### src/rtl/core/ustc_pkg.sv
// Shared types and constants for the UTF-8/16/32 stream transcoder.
// Used by ustc_front, ustc_queue, ustc_back and the top level.
package ustc_pkg;

	// direction register codes
	typedef enum logic [2:0] {
		MODE_U8TO32  = 3'd0,
		MODE_U32TO8  = 3'd1,
		MODE_U16TO32 = 3'd2,
		MODE_U32TO16 = 3'd3,
		MODE_U8TO16  = 3'd4,
		MODE_U16TO8  = 3'd5
	} mode_t;

	// target encoding of a queued character
	typedef enum logic [1:0] {
		FORM_U8  = 2'd0,
		FORM_U16 = 2'd1,
		FORM_U32 = 2'd2
	} form_t;

	localparam int unsigned SRC_W      = 32;
	localparam int unsigned CP_W       = 21;
	localparam int unsigned OUT_TDATA_W = 24;
	localparam int unsigned CFG_W      = 8;
	localparam int unsigned QUEUE_DEPTH_DEF = 2;

	localparam logic [CP_W-1:0]  CP_2BYTE   = 21'h00080;
	localparam logic [CP_W-1:0]  CP_3BYTE   = 21'h00800;
	localparam logic [CP_W-1:0]  CP_SUPP    = 21'h10000;
	localparam logic [CP_W-1:0]  CP_LIMIT   = 21'h110000;
	localparam logic [SRC_W-1:0] SRC_LIMIT  = 32'h0011_0000;

	// one decoded character waiting to be encoded
	typedef struct packed {
		logic [CP_W-1:0] cp;
		form_t           form;
		logic [1:0]      last_idx; // number of target units minus one
	} job_t;

endpackage

### src/rtl/core/ustc_front.sv
// Front end: takes source units, holds the direction register and the
// partial character, and pushes complete characters as jobs. Uses ustc_pkg.
module ustc_front (
	input  logic                      clk,
	input  logic                      arst_n,
	input  logic                      cfg_valid,
	input  logic [ustc_pkg::CFG_W-1:0] cfg_data,
	input  logic                      s_tvalid,
	output logic                      s_tready,
	input  logic [ustc_pkg::SRC_W-1:0] s_tdata,
	input  logic                      queue_full,
	output logic                      push_valid,
	output ustc_pkg::job_t            push_job
);
	import ustc_pkg::*;

	mode_t           mode_q;
	logic [CP_W-1:0] pp_q;
	logic [1:0]      pend_q;

	logic            accept;
	logic [7:0]      byte_in;
	logic [15:0]     half_in;
	logic            done;
	logic [CP_W-1:0] cp;
	logic [CP_W-1:0] pp_nxt;
	logic [1:0]      pend_nxt;
	logic            fits;
	logic [1:0]      last_idx;
	form_t           form;

	assign s_tready = !queue_full;
	assign accept   = s_tvalid && s_tready;
	assign byte_in  = s_tdata[7:0];
	assign half_in  = s_tdata[15:0];

	// decode
	always_comb begin
		done     = 1'b0;
		cp       = '0;
		pp_nxt   = pp_q;
		pend_nxt = pend_q;
		unique case (mode_q)
			MODE_U8TO32, MODE_U8TO16: begin
				if (pend_q != 2'd0) begin
					pp_nxt   = {pp_q[14:0], byte_in[5:0]};
					pend_nxt = pend_q - 2'd1;
					done     = (pend_q == 2'd1);
					cp       = {pp_q[14:0], byte_in[5:0]};
				end else if (!byte_in[7]) begin
					done = 1'b1;
					cp   = {13'd0, byte_in};
				end else if (byte_in[7:5] == 3'b110) begin
					pp_nxt   = {16'd0, byte_in[4:0]};
					pend_nxt = 2'd1;
				end else if (byte_in[7:4] == 4'b1110) begin
					pp_nxt   = {17'd0, byte_in[3:0]};
					pend_nxt = 2'd2;
				end else if (byte_in[7:3] == 5'b11110) begin
					pp_nxt   = {18'd0, byte_in[2:0]};
					pend_nxt = 2'd3;
				end
			end
			MODE_U16TO32, MODE_U16TO8: begin
				if (pend_q != 2'd0) begin
					pend_nxt = 2'd0;
					done     = 1'b1;
					cp       = {1'b0, pp_q[9:0], half_in[9:0]} + CP_SUPP;
				end else if (half_in[15:11] != 5'b11011) begin
					done = 1'b1;
					cp   = {5'd0, half_in};
				end else if (!half_in[10]) begin
					// lead surrogate; a lone trail is dropped
					pp_nxt   = {11'd0, half_in[9:0]};
					pend_nxt = 2'd1;
				end
			end
			MODE_U32TO8, MODE_U32TO16: begin
				done = (s_tdata < SRC_LIMIT);
				cp   = s_tdata[CP_W-1:0];
			end
			default: begin
				done = 1'b0;
			end
		endcase
	end

	// classify target length
	always_comb begin
		fits     = 1'b1;
		last_idx = 2'd0;
		form     = FORM_U32;
		unique case (mode_q)
			MODE_U32TO8, MODE_U16TO8: begin
				form = FORM_U8;
				if (cp < CP_2BYTE)      last_idx = 2'd0;
				else if (cp < CP_3BYTE) last_idx = 2'd1;
				else if (cp < CP_SUPP)  last_idx = 2'd2;
				else if (cp < CP_LIMIT) last_idx = 2'd3;
				else                    fits     = 1'b0;
			end
			MODE_U32TO16, MODE_U8TO16: begin
				form = FORM_U16;
				if (cp < CP_SUPP)       last_idx = 2'd0;
				else if (cp < CP_LIMIT) last_idx = 2'd1;
				else                    fits     = 1'b0;
			end
			default: begin
				form = FORM_U32;
			end
		endcase
	end

	assign push_valid        = accept && done && fits;
	assign push_job.cp       = cp;
	assign push_job.form     = form;
	assign push_job.last_idx = last_idx;

	always_ff @(posedge clk or negedge arst_n) begin
		if (!arst_n) begin
			mode_q <= MODE_U8TO32;
			pp_q   <= '0;
			pend_q <= 2'd0;
		end else if (cfg_valid) begin
			// a mode change drops any character in progress
			mode_q <= mode_t'(cfg_data[2:0]);
			pp_q   <= '0;
			pend_q <= 2'd0;
		end else if (accept) begin
			pp_q   <= pp_nxt;
			pend_q <= pend_nxt;
		end
	end

endmodule

### src/rtl/core/ustc_queue.sv
// Short job FIFO between front and back end; push and pop can coincide.
// Uses ustc_pkg for the job type.
module ustc_queue #(
	parameter int unsigned DEPTH = ustc_pkg::QUEUE_DEPTH_DEF
) (
	input  logic           clk,
	input  logic           arst_n,
	input  logic           push,
	input  ustc_pkg::job_t push_job,
	output logic           full,
	input  logic           pop,
	output logic           empty,
	output ustc_pkg::job_t head_job
);
	import ustc_pkg::*;

	localparam int unsigned PW = (DEPTH > 1) ? $clog2(DEPTH) : 1;
	localparam int unsigned CW = $clog2(DEPTH + 1);
	localparam logic [PW-1:0] LAST_PTR = PW'(DEPTH - 1);
	localparam logic [CW-1:0] FULL_CNT = CW'(DEPTH);

	job_t          mem_q [DEPTH];
	logic [PW-1:0] wr_q;
	logic [PW-1:0] rd_q;
	logic [CW-1:0] cnt_q;
	logic          do_push;
	logic          do_pop;

	assign full     = (cnt_q == FULL_CNT);
	assign empty    = (cnt_q == '0);
	assign do_push  = push && !full;
	assign do_pop   = pop && !empty;
	assign head_job = mem_q[rd_q];

	always_ff @(posedge clk) begin
		if (do_push) begin
			mem_q[wr_q] <= push_job;
		end
	end

	always_ff @(posedge clk or negedge arst_n) begin
		if (!arst_n) begin
			wr_q  <= '0;
			rd_q  <= '0;
			cnt_q <= '0;
		end else begin
			if (do_push) begin
				wr_q <= (wr_q == LAST_PTR) ? '0 : wr_q + PW'(1);
			end
			if (do_pop) begin
				rd_q <= (rd_q == LAST_PTR) ? '0 : rd_q + PW'(1);
			end
			if (do_push && !do_pop) begin
				cnt_q <= cnt_q + CW'(1);
			end else if (do_pop && !do_push) begin
				cnt_q <= cnt_q - CW'(1);
			end
		end
	end

endmodule

### src/rtl/core/ustc_back.sv
// Back end: holds the current job and emits its target units one per cycle while m_tready is high.
// Uses ustc_pkg for the job type and encoding constants.
module ustc_back (
	input  logic                             clk,
	input  logic                             arst_n,
	input  logic                             empty,
	input  ustc_pkg::job_t                   head_job,
	output logic                             pop,
	output logic                             m_tvalid,
	input  logic                             m_tready,
	output logic [ustc_pkg::OUT_TDATA_W-1:0] m_tdata,
	output logic                             m_tlast
);
	import ustc_pkg::*;

	job_t            cur_q;
	logic            valid_q;
	logic [1:0]      idx_q;
	logic            take_out;
	logic [CP_W-1:0] unit;
	logic [1:0]      group;
	logic [5:0]      cont;
	logic [19:0]     ofs;

	assign m_tvalid = valid_q;
	assign m_tlast  = (idx_q == cur_q.last_idx);
	assign take_out = valid_q && m_tready;
	assign pop      = !empty && (!valid_q || (take_out && m_tlast));
	assign m_tdata  = {(OUT_TDATA_W - CP_W)'(0), unit};

	// continuation byte payload, counted from the end
	assign group = cur_q.last_idx - idx_q;
	always_comb begin
		unique case (group)
			2'd0:    cont = cur_q.cp[5:0];
			2'd1:    cont = cur_q.cp[11:6];
			2'd2:    cont = cur_q.cp[17:12];
			default: cont = 6'd0;
		endcase
	end

	assign ofs = 20'(cur_q.cp - CP_SUPP);

	always_comb begin
		unit = cur_q.cp;
		unique case (cur_q.form)
			FORM_U8: begin
				if (idx_q != 2'd0) begin
					unit = {13'd0, 2'b10, cont};
				end else begin
					unique case (cur_q.last_idx)
						2'd0: unit = cur_q.cp;
						2'd1: unit = {13'd0, 3'b110, cur_q.cp[10:6]};
						2'd2: unit = {13'd0, 4'b1110, cur_q.cp[15:12]};
						2'd3: unit = {13'd0, 5'b11110, cur_q.cp[20:18]};
					endcase
				end
			end
			FORM_U16: begin
				if (cur_q.last_idx == 2'd0) begin
					unit = cur_q.cp;
				end else if (idx_q == 2'd0) begin
					unit = {5'd0, 6'b110110, ofs[19:10]};
				end else begin
					unit = {5'd0, 6'b110111, ofs[9:0]};
				end
			end
			default: begin
				unit = cur_q.cp;
			end
		endcase
	end

	always_ff @(posedge clk) begin
		if (pop) begin
			cur_q <= head_job;
		end
	end

	always_ff @(posedge clk or negedge arst_n) begin
		if (!arst_n) begin
			valid_q <= 1'b0;
			idx_q   <= 2'd0;
		end else if (pop) begin
			valid_q <= 1'b1;
			idx_q   <= 2'd0;
		end else if (take_out) begin
			if (m_tlast) begin
				valid_q <= 1'b0;
				idx_q   <= 2'd0;
			end else begin
				idx_q <= idx_q + 2'd1;
			end
		end
	end

endmodule

### src/rtl/core/unicode_stream_transcoder_unit.sv
// Top level of the UTF-8 / UTF-16 / UTF-32 stream transcoder.
// Depends on ustc_pkg, ustc_front, ustc_queue and ustc_back.
//
// Channel  | Dir | Handshake          | Payload
// ---------+-----+--------------------+----------------------------------------
// cfg      | in  | cfg_valid/cfg_ready| cfg_data[2:0] direction_mode
// s (src)  | in  | s_tvalid/s_tready  | s_tdata[31:0] source_unit
// m (dst)  | out | m_tvalid/m_tready  | m_tdata[20:0] target_unit, m_tlast last_unit
//
// One source unit is taken per cycle while the job queue has room; decode and
// classification finish in the cycle of the transaction. Each character yields
// 1 to 4 target units, one per cycle from the back end while m_tready is high.
// The job queue (QUEUE_DEPTH entries) lets the source keep flowing while the
// back end works off a burst or waits on m_tready; s_tready drops only when the
// queue is full. arst_n clears mode (8-to-32), partial character, queue and
// output; a cfg transaction is always taken and abandons any partial character.
module unicode_stream_transcoder_unit #(
	parameter int unsigned QUEUE_DEPTH = ustc_pkg::QUEUE_DEPTH_DEF
) (
	input  logic                             clk,
	input  logic                             arst_n,
	// configuration write
	input  logic                             cfg_valid,
	output logic                             cfg_ready,
	input  logic [ustc_pkg::CFG_W-1:0]       cfg_data,   // [2:0] direction_mode
	// source units
	input  logic                             s_tvalid,
	output logic                             s_tready,
	input  logic [ustc_pkg::SRC_W-1:0]       s_tdata,    // [31:0] source_unit
	// target units
	output logic                             m_tvalid,
	input  logic                             m_tready,
	output logic [ustc_pkg::OUT_TDATA_W-1:0] m_tdata,    // [20:0] target_unit, rest zero
	output logic                             m_tlast     // last_unit
);
	import ustc_pkg::*;

	logic push_valid;
	job_t push_job;
	logic queue_full;
	logic queue_empty;
	logic queue_pop;
	job_t head_job;

	// register writes never stall
	assign cfg_ready = 1'b1;

	ustc_front u_front (
		.clk        (clk),
		.arst_n     (arst_n),
		.cfg_valid  (cfg_valid),
		.cfg_data   (cfg_data),
		.s_tvalid   (s_tvalid),
		.s_tready   (s_tready),
		.s_tdata    (s_tdata),
		.queue_full (queue_full),
		.push_valid (push_valid),
		.push_job   (push_job)
	);

	ustc_queue #(
		.DEPTH (QUEUE_DEPTH)
	) u_queue (
		.clk      (clk),
		.arst_n   (arst_n),
		.push     (push_valid),
		.push_job (push_job),
		.full     (queue_full),
		.pop      (queue_pop),
		.empty    (queue_empty),
		.head_job (head_job)
	);

	ustc_back u_back (
		.clk      (clk),
		.arst_n   (arst_n),
		.empty    (queue_empty),
		.head_job (head_job),
		.pop      (queue_pop),
		.m_tvalid (m_tvalid),
		.m_tready (m_tready),
		.m_tdata  (m_tdata),
		.m_tlast  (m_tlast)
	);

endmodule

### config.mk
export PLATFORM = sky130hd
export DESIGN_NAME = unicode_stream_transcoder_unit
export DESIGN_NICKNAME = d
export VERILOG_FILES = /design/src/rtl/core/ustc_pkg.sv /design/src/rtl/core/ustc_front.sv /design/src/rtl/core/ustc_queue.sv /design/src/rtl/core/ustc_back.sv /design/src/rtl/core/unicode_stream_transcoder_unit.sv
export SDC_FILE = /design/constraint.sdc
export NUM_CORES = 1
export LEC_CHECK = 0
export ABC_AREA = 0
export BUFFER_PORTS_ARGS = -buffer_cell sky130_fd_sc_hd__buf_2
export CAP_MARGIN = 20
export CORE_UTILIZATION = 40
export CTS_BUF_LIST = sky130_fd_sc_hd__clkbuf_16
export DETAILED_ROUTE_END_ITERATION = 12
export SYNTH_ARGS = -nofsm -noshare
export SYNTH_HDL_FRONTEND = slang
export SYNTH_SLANG_ARGS = --single-unit
export TNS_END_PERCENT = 30
### constraint.sdc
create_clock -name clk -period 9.1 [get_ports clk]
set_input_delay 2.73 -clock clk [delete_from_list [all_inputs] [get_ports clk]]
set_output_delay 2.73 -clock clk [all_outputs]
set_load 0.1 [all_outputs]
==> flow_metrics.tcl, run 1 <==
set metrics [dict create \
    synth-compound-area-share_pct 16.08 \
    worstHoldStart "u_queue.cnt_q[1]" \
    finish.utilization_pct 47.00 \
    slowest_delay_ps 610 \
    cp.required_ps 6370 \
    setup_viol 0 \
    cts_root_buf "clkbuf_16" \
    ff2ff_path_depth 7 \
    clock_skew_ps 9.637 \
    diodes 0 \
    rows 42 \
    min_period_over_period_pct 64.27 \
    crit_chain "inv_1 -> ha_1 -> xor2_2 -> mux2_2 -> a221o_1 -> o211a_1 -> a221o_1 -> buf_2" \
    antenna_found_initial 0 \
    layout-drive-gt1-share_pct 25.77 \
    combinationalPowerShare_pct 49.4 \
    end_kind "output pin" \
    ios 73 \
    total_power_mw 2.170 \
    min_to "u_queue.cnt_q[1]" \
    portBuffers 63 \
    numCtsBuffers 9 \
    p_int_mw 1.122 \
    grt_most_used_layer "met2" \
    grt_max_degree 29 \
    insertion_delay_ps 340 \
    fmax_mhz 171.0 \
    reg2reg_to "u_queue.mem_q[1][12]" \
    critPathKind "register to output pin" \
    period_minus_slack_ps 5849 \
    via_per_inst 5.659 \
    cts_setup_buffers 0 \
    synth_top_family_by_area "compound AO/OA/AOI/OAI gates" \
    syn_area_per_cell_sq_um 11.78 \
    grt_pass1_wl_mm 20.03 \
    synth_warnings 0 \
    synth_mux_area_share_pct 9.614 \
    synth_edf_count 75 \
    grt_overflow_total 0 \
    yosysUniqueCellTypes 70 \
    grt_pass1_vias 3815 \
    cts_tree "done" \
    synthAdderAreaFrac_pct 1.142 \
    synth_ff_type "edfxtp_1" \
    cts_hold_buf 0 \
    die_h_um 119.0 \
    grt_use_met2_pct 28.74 \
    die-area_sq_um 14170 \
    ir_drop_mv 0.1369 \
    p_sw_mw 1.048 \
    vias 3939 \
    finalHoldViolations 0 \
    synth_simple_gate_area_share_pct 13.22 \
    hpwl_mm 8.884 \
    drc 0 \
    power_density_nw_per_um2 347.3 \
    rrSetupSlack_ps 5660 \
    max-cap-violations 0 \
    syn-cell-area_sq_um 5479 \
    hold_depth 1 \
    drtAntennaViolNets 0 \
    worstPathMaxFanout 9 \
    cts_max_level 3 \
    drtPass1Iterations 4 \
    cts_sinks 102 \
    r2r-start "u_front.mode_q[0]" \
    crit_top_cell "a221o_1" \
    area.growth.synth_to_final_pct 14.04 \
    fillerInstances 1222 \
    synthArstFlopShare_pct 26.47 \
    start_kind "register" \
    min_path_type "register to register" \
    drt_iter0_drc 267 \
    synthXorXnorAreaFrac_pct 1.895 \
    gp_congestion 0.9053 \
    clockBufferDepth 2 \
    fin_setup_tns_ps 0 \
    slew_viol_final 0 \
    dieWidth_um 119.0 \
    grt_setup_unrepaired "no" \
    ys_ff_latch 102 \
    relSlewSlack_pct 53.60 \
    met3_usage_pct 3.592 \
    mostFrequentLayoutCells "edfxtp_1 (75), buf_2 (63), nor2_1 (34), mux2_2 (32), dfrtp_1 (27)" \
    drt_wl_total_mm 12.23 \
    finalNetCount 565 \
    p_leak_nw 2.414 \
    ys_seq_area_share_pct 53.44 \
    ctsResizeCount 0 \
    start_util_pct 41.21 \
    status "complete, no violations" \
    synth_cells 465 \
    core_sq_um 13300 \
    pwr-share-clk_pct 16.9 \
    final_common_cell "edfxtp_1" \
    clk_pin_slew_ps 70 \
    swShare_pct 48.29 \
    use_met1_pct 23.88 \
    critical_path_arrival_ps 3120 \
    cp_slowest_cell "edfxtp_1" \
    drt-wirelength-per-cell_um 17.57 \
    tightest_slew_ps 695.2 \
    p_seq_share_pct 33.7 \
    grt_usage_pct 18.13 \
]
## cells in the mapped netlist, types with 10 or more instances
library cell | number | area, sq um
nor2b_1 | 13 | 81.33
nor2_1 | 35 | 131.4
clkbuf_1 | 20 | 75.07
a221o_1 | 10 | 100.1
inv_1 | 22 | 82.58
nor3_1 | 11 | 55.05
a31oi_1 | 10 | 62.56
o21ai_0 | 15 | 75.07
and2_1 | 12 | 75.07
mux2_2 | 32 | 360.4
dfrtp_1 | 27 | 675.7
nand2_1 | 18 | 67.56
edfxtp_1 | 75 | 2252
a22o_1 | 10 | 87.58
## logic make-up after synthesis
group	count (synthesis)
xor+xnor	11
compound gates	113
fa+ha+maj	5
buf+inv	55
simple gates	133
mux	44
other cells	2
flops	102
## flip-flops by register name (all words and copies together), names as in the netlist
| signal | cells |
|---|---|
| u_queue.mem_q | 50 |
| u_back.cur_q | 25 |
| u_front.pp_q | 15 |
| u_front.mode_q | 3 |
| u_back.idx_q | 2 |
| u_front.pend_q | 2 |
| u_queue.cnt_q | 2 |
| u_back.m_tvalid | 1 |
| u_queue.rd_q | 1 |
| u_queue.wr_q | 1 |
## critical path: cells and delay by family, from the launching register on
family	cells	cell delay [ps]
adders and majority gates	1	250
AOI/OAI and AO/OA	3	680
buffers and inverters	2	470
xor gates and xnor gates	1	390
DFF	1	610
muxes	1	380
## final cells by class
type                    instances  area, sq um  share of cell area [%]
clock buffers                   9        225.2                   3.604
clock inverters                 7        66.31                   1.061
inverters                      22        82.58                   1.322
multi-input cells             310         2318                   37.10
flip-flops and latches        102         2928                   46.86
well taps                     176        220.2                   3.524
repair buffers                 70        407.9                   6.528
## worst max path at each step
stage	from	to	slack (ps)	depth (start not counted)
after floorplan	u_back.cur_q[0]	m_tdata[3]	2300	8
after global placement	s_tdata[30]	u_queue.mem_q[1][23]	3500	7
after detailed placement	u_back.cur_q[0]	m_tdata[1]	3580	8
after CTS	u_back.cur_q[0]	m_tdata[1]	3210	8
after global routing	u_back.cur_q[0]	m_tdata[1]	3030	8
final	u_back.cur_q[0]	m_tdata[1]	3250	8
## power groups by stage
stage | clock, mW | sequential (mW) | combinational (mW)
finish | 0.367 | 0.732 | 1.07
global route | 0.391 | 0.745 | 1.14
CTS | 0.378 | 0.743 | 1.05
detailed placement | 0 | 0.753 | 1.04
global placement | 0 | 0.753 | 1.04
floorplan | 0 | 0.682 | 0.913
## stage by stage
stage	hold WS, ps	std cells	setup slack, ps	cell area (sq um)
6_report	507.2	696	3251	6248
3_3_place_gp	479.7	678	3499	5902
4_1_cts	510.0	695	3211	6221
2_1_floorplan	455.5	467	2305	5487
3_5_place_dp	497.9	679	3575	5929
5_1_grt	531.7	696	3029	6248
## per-layer routing
metal / vias up / routed length [um]
li1: 1874 / -
met1: 1874 / 5489
met2: 163 / 5735
met3: 28 / 630
met4: 0 / 374
met5: - / 0
Power figures use the tool's default switching activity.
==> inputs of run 2 (changes only) <==
- clock period: 9.1 -> 5.6 ns (I/O delays scaled with it)
==> run 2 against run 1 <==
Against the previous run: non-clock buffer count stayed put; clock power up 64%; sequential cell count unchanged; largest cell class unchanged; highest routed layer unchanged.
==> flow_metrics.tcl, run 2 (synthesis results as in run 1) <==
set metrics [dict create \
    dieWidth_um 119.0 \
    period_minus_slack_ps 4800 \
    tightest_slew_ps 695.8 \
    core_sq_um 13300 \
    fmax_mhz 208.3 \
    vias 3920 \
    max-cap-violations 0 \
    top_register "u_queue.mem_q" \
    hpwl_mm 8.986 \
    clock_skew_ps 9.026 \
    ios 73 \
    grt_pass1_wl_mm 20.34 \
    rows 42 \
    rrSetupSlack_ps 2260 \
    place_inst 679 \
    critPathKind "register to output pin" \
    cts_max_level 3 \
    min_path_type "register to register" \
    clockBufferDepth 2 \
    drt-wirelength-per-cell_um 17.90 \
    largest_reg_flops 50 \
    final_common_cell "edfxtp_1" \
    fillerInstances 1188 \
    cts_tree "done" \
    die-area_sq_um 14170 \
    slew_viol_final 0 \
    cts_sinks 102 \
    p_leak_nw 2.406 \
    area.growth.synth_to_final_pct 13.77 \
    status "complete, no violations" \
    finish.utilization_pct 46.89 \
    start_kind "register" \
    start_util_pct 41.21 \
    gp_congestion 0.8930 \
    clk_pin_slew_ps 70 \
    insertion_delay_ps 340 \
    grt_overflow_total 0 \
    hold_depth 1 \
    finalHoldViolations 0 \
    ctsResizeCount 0 \
    drtAntennaViolNets 0 \
    end_kind "output pin" \
    grt_max_degree 29 \
    cts_setup_buffers 0 \
    layout-drive-gt1-share_pct 25.96 \
    cts_root_buf "clkbuf_16" \
    via_per_inst 5.632 \
    antenna_found_initial 0 \
    ff2ff_path_depth 7 \
    cp.required_ps 3920 \
    final_cells 696 \
    numCtsBuffers 9 \
    drt_wl_total_mm 12.46 \
    finalNetCount 565 \
    grt_usage_pct 18.55 \
    power_density_nw_per_um2 567.9 \
    critical_path_arrival_ps 3120 \
    mostFrequentLayoutCells "edfxtp_1 (75), buf_2 (63), nor2_1 (34), mux2_2 (32), dfrtp_1 (27)" \
    cts_hold_buf 0 \
    drc 0 \
    grt_setup_unrepaired "no" \
    ir_drop_mv 0.2198 \
    relSlewSlack_pct 53.61 \
    drt_iter0_drc 247 \
    reg_top3 "u_queue.mem_q x50, u_back.cur_q x25, u_front.pp_q x15" \
    drtPass1Iterations 5 \
    setup_viol 0 \
    diodes 0 \
    grt_pass1_vias 3833 \
    fin_setup_tns_ps 0 \
    worstPathMaxFanout 9 \
    hold_ws_ps 511.0 \
    die_h_um 119.0 \
    total_power_mw 3.540 \
    min_period_over_period_pct 85.72 \
    portBuffers 63 \
]
==> run 2: cell count changes in the layout (fill, tap and decap cells not counted) <==
cell and change:
buf_4 +1, buf_16 -1, inv_6 +2, a221oi_1 -1
clkinvlp_4 +1, a221oi_2 +1, clkinv_4 -3
==> run 2: power by group <==
part | switching (mW) | total (mW) | internal [mW]
Combinational | 1.26 | 1.75 | 0.499
Sequential | 0.171 | 1.18 | 1.01
Clock | 0.290 | 0.602 | 0.312
==> run 2: cell type report <==
type,count,area [sq um],share of cell area [%]
repair buffers,70,387.9,6.222
clock buffers,9,225.2,3.613
multi-input cells,310,2325,37.29
well taps,176,220.2,3.533
flip-flops and latches,102,2928,46.97
clock inverters,7,65.06,1.044
inverters,22,82.58,1.325
==> run 2: critical path: stages (launching register included) <==
cell	delay [ps]
edfxtp_1	610
inv_1	150
ha_1	240
xor2_2	400
mux2_2	380
a221o_1	290
o211a_1	120
a221o_1	270
buf_2	300
==> run 2: layer usage <==
layer  part of all wire (%)  wire [um]  up-vias  GRT usage, %
li1                       -          -     1872             -
met1                     46       5722     1913         24.67
met2                     48       6019      116         30.09
met3                    3.9        490       19         3.161
met4                    1.8        227        0         7.358
met5                      0          0        -             0
==> run 2: final timing paths <==
check / startpoint / endpoint
worst min-delay path: u_queue.wr_q / u_queue.wr_q
min in group asynchronous: arst_n / u_front.pp_q[8]
worst max-delay path: u_back.cur_q[0] / m_tdata[1]
worst min register to register: u_queue.wr_q / u_queue.wr_q
max in group asynchronous: arst_n / u_queue.wr_q
worst max register to register: u_front.mode_q[1] / u_queue.mem_q[0][13]
==> run 2: through the flow <==
step / setup slack (ps) / cell area (sq um)
final: 799.6 / 6233
after global routing: 591.7 / 6233
after CTS: 775.2 / 6206
after detailed placement: 1155 / 5916
after global placement: 1197 / 5916
after floorplan: 58.12 / 5493
==> inputs of run 3 (changes only) <==
- CORE_MARGIN: unset -> 8
- CORE_UTILIZATION: 40 -> 35
- PLACE_DENSITY: unset -> 0.52
==> run 3 against run 2 <==
Against the previous run: sequential power barely moved; clock skew grew 0.57 ps; clock power grew 1%; non-clock buffer count decreased by 2; final cell count grew 4.7%; maximum frequency is 1.2% higher; cell area is 0.50% higher; sequential cell count is the same; wire length up 8.2%; largest power group unchanged.
==> flow_metrics.tcl, run 3 (synthesis results as in run 1) <==
set metrics [dict create \
    crit_top_cell "a221o_1" \
    dieWidth_um 141.1 \
    tightest_slew_ps 921.5 \
    placed_cell_area_sq_um 5944 \
    min_period_over_period_pct 84.73 \
    core_sq_um 15260 \
    drt_iter0_drc 218 \
    cts_tree "done" \
    cts_hold_buf 0 \
    final_cells 729 \
    worstPathMaxFanout 9 \
    start_kind "register" \
    clockBufferDepth 2 \
    drt_wl_total_mm 13.48 \
    vias 3913 \
    drtPass1Iterations 5 \
    grt_max_degree 29 \
    reg_top3 "u_queue.mem_q x50, u_back.cur_q x25, u_front.pp_q x15" \
    top_register "u_queue.mem_q" \
    slew_viol_final 0 \
    fin_setup_tns_ps 0 \
    numCtsBuffers 9 \
    grt_pass1_vias 3966 \
    finalHoldViolations 0 \
    power_density_nw_per_um2 566.7 \
    worst_path_dominant_cell_family "compound AO/OA/AOI/OAI gates" \
    area.growth.synth_to_final_pct 14.34 \
    diodes 0 \
    insertion_delay_ps 350 \
    finalInstanceArea_sq_um 6265 \
    layout-drive-gt1-share_pct 25.48 \
    clk_pin_slew_ps 70 \
    slowest_delay_ps 600 \
    timing.final.ws_setup_ps 854.9 \
    preCtsSetupSlack_ps 1220 \
    place_inst 712 \
    finalNetCount 563 \
    via_per_inst 5.368 \
    cts_max_level 3 \
    grt_pass1_wl_mm 21.26 \
    grt_usage_pct 13.59 \
    crit_chain "inv_1 -> ha_1 -> xor2_2 -> mux2_2 -> a221o_1 -> o211a_1 -> a221o_1 -> buf_2" \
    start_util_pct 35.91 \
    min_path_type "register to register" \
    portBuffers 63 \
    period_minus_slack_ps 4745 \
    final_common_cell "edfxtp_1" \
    cts_root_buf "clkbuf_16" \
    cts_setup_buffers 0 \
    largest_reg_flops 50 \
    hold_ws_ps 498.8 \
    p_leak_nw 2.396 \
    critPathBufInv 2 \
    die-area_sq_um 19910 \
    die_h_um 141.1 \
    drtAntennaViolNets 0 \
    relSlewSlack_pct 38.34 \
    cts_sinks 102 \
    fmax_mhz 210.7 \
    max-cap-violations 0 \
    drt-wirelength-per-cell_um 18.49 \
    ctsResizeCount 0 \
    critPathKind "register to output pin" \
    ios 73 \
    ir_drop_mv 0.3988 \
    grt_overflow_total 0 \
    gp_congestion 0.9089 \
    clock_skew_ps 9.598 \
    cp.required_ps 3920 \
    setup_viol 0 \
    grt_setup_unrepaired "no" \
    status "complete, no violations" \
    mostFrequentLayoutCells "edfxtp_1 (75), buf_2 (63), nor2_1 (34), mux2_2 (32), dfrtp_1 (27)" \
    drc 0 \
    hpwl_mm 9.887 \
    rrSetupSlack_ps 2300 \
    rows 45 \
    end_kind "output pin" \
    critical_path_arrival_ps 3070 \
    antenna_found_initial 0 \
    cp_slowest_cell "edfxtp_1" \
]
==> run 3: cell count changes in the layout (fill, tap and decap cells not counted) <==
cell,delta
clkinv_4,-1
inv_6,-1
buf_4,-2
clkinv_8,+1
clkinv_1,+1
==> run 3: stage by stage <==
| stage | util (%) | power, mW |
|---|---|---|
| 4_1_cts | 40.88 | 3.555 |
| 5_1_grt | 41.06 | 3.727 |
| 6_report | 41.06 | 3.550 |
| 2_1_floorplan | - | 2.596 |
| 3_3_place_gp | 38.96 | 2.934 |
| 3_5_place_dp | 38.96 | 2.942 |
==> run 3: area by class of cell <==
class	instances	area [sq um]
well taps	211	264.0
clock buffers	9	225.2
repair buffers	68	372.9
fillers	1487	8994
multi-input cells	310	2325
flip-flops and latches	102	2928
clock inverters	7	67.56
inverters	22	82.58
==> run 3: final timing paths <==
path / start / to / cells after the start
min in group asynchronous: arst_n / u_front.pp_q[10] / 1
hold / removal: u_queue.cnt_q[1] / u_queue.cnt_q[1] / 1
hold reg to reg: u_queue.cnt_q[1] / u_queue.cnt_q[1] / 1
setup reg to reg: u_front.mode_q[0] / u_queue.mem_q[0][10] / 7
max in group asynchronous: arst_n / u_front.pend_q[0] / 1
setup / recovery: u_back.cur_q[0] / m_tdata[2] / 8
==> run 3: per-layer routing <==
metal	part of all wire, %	track usage, %	up-vias
li1	-	-	1869
met1	47	17.09	1890
met2	46	22.03	130
met3	4.9	2.262	24
met4	2.9	7.183	0
met5	0	0	-
==> run 3: where the power goes <==
group          internal [mW]  total, mW  switching, mW
Clock                  0.312      0.608          0.296
Combinational          0.497       1.76           1.26
Sequential              1.01       1.19          0.174
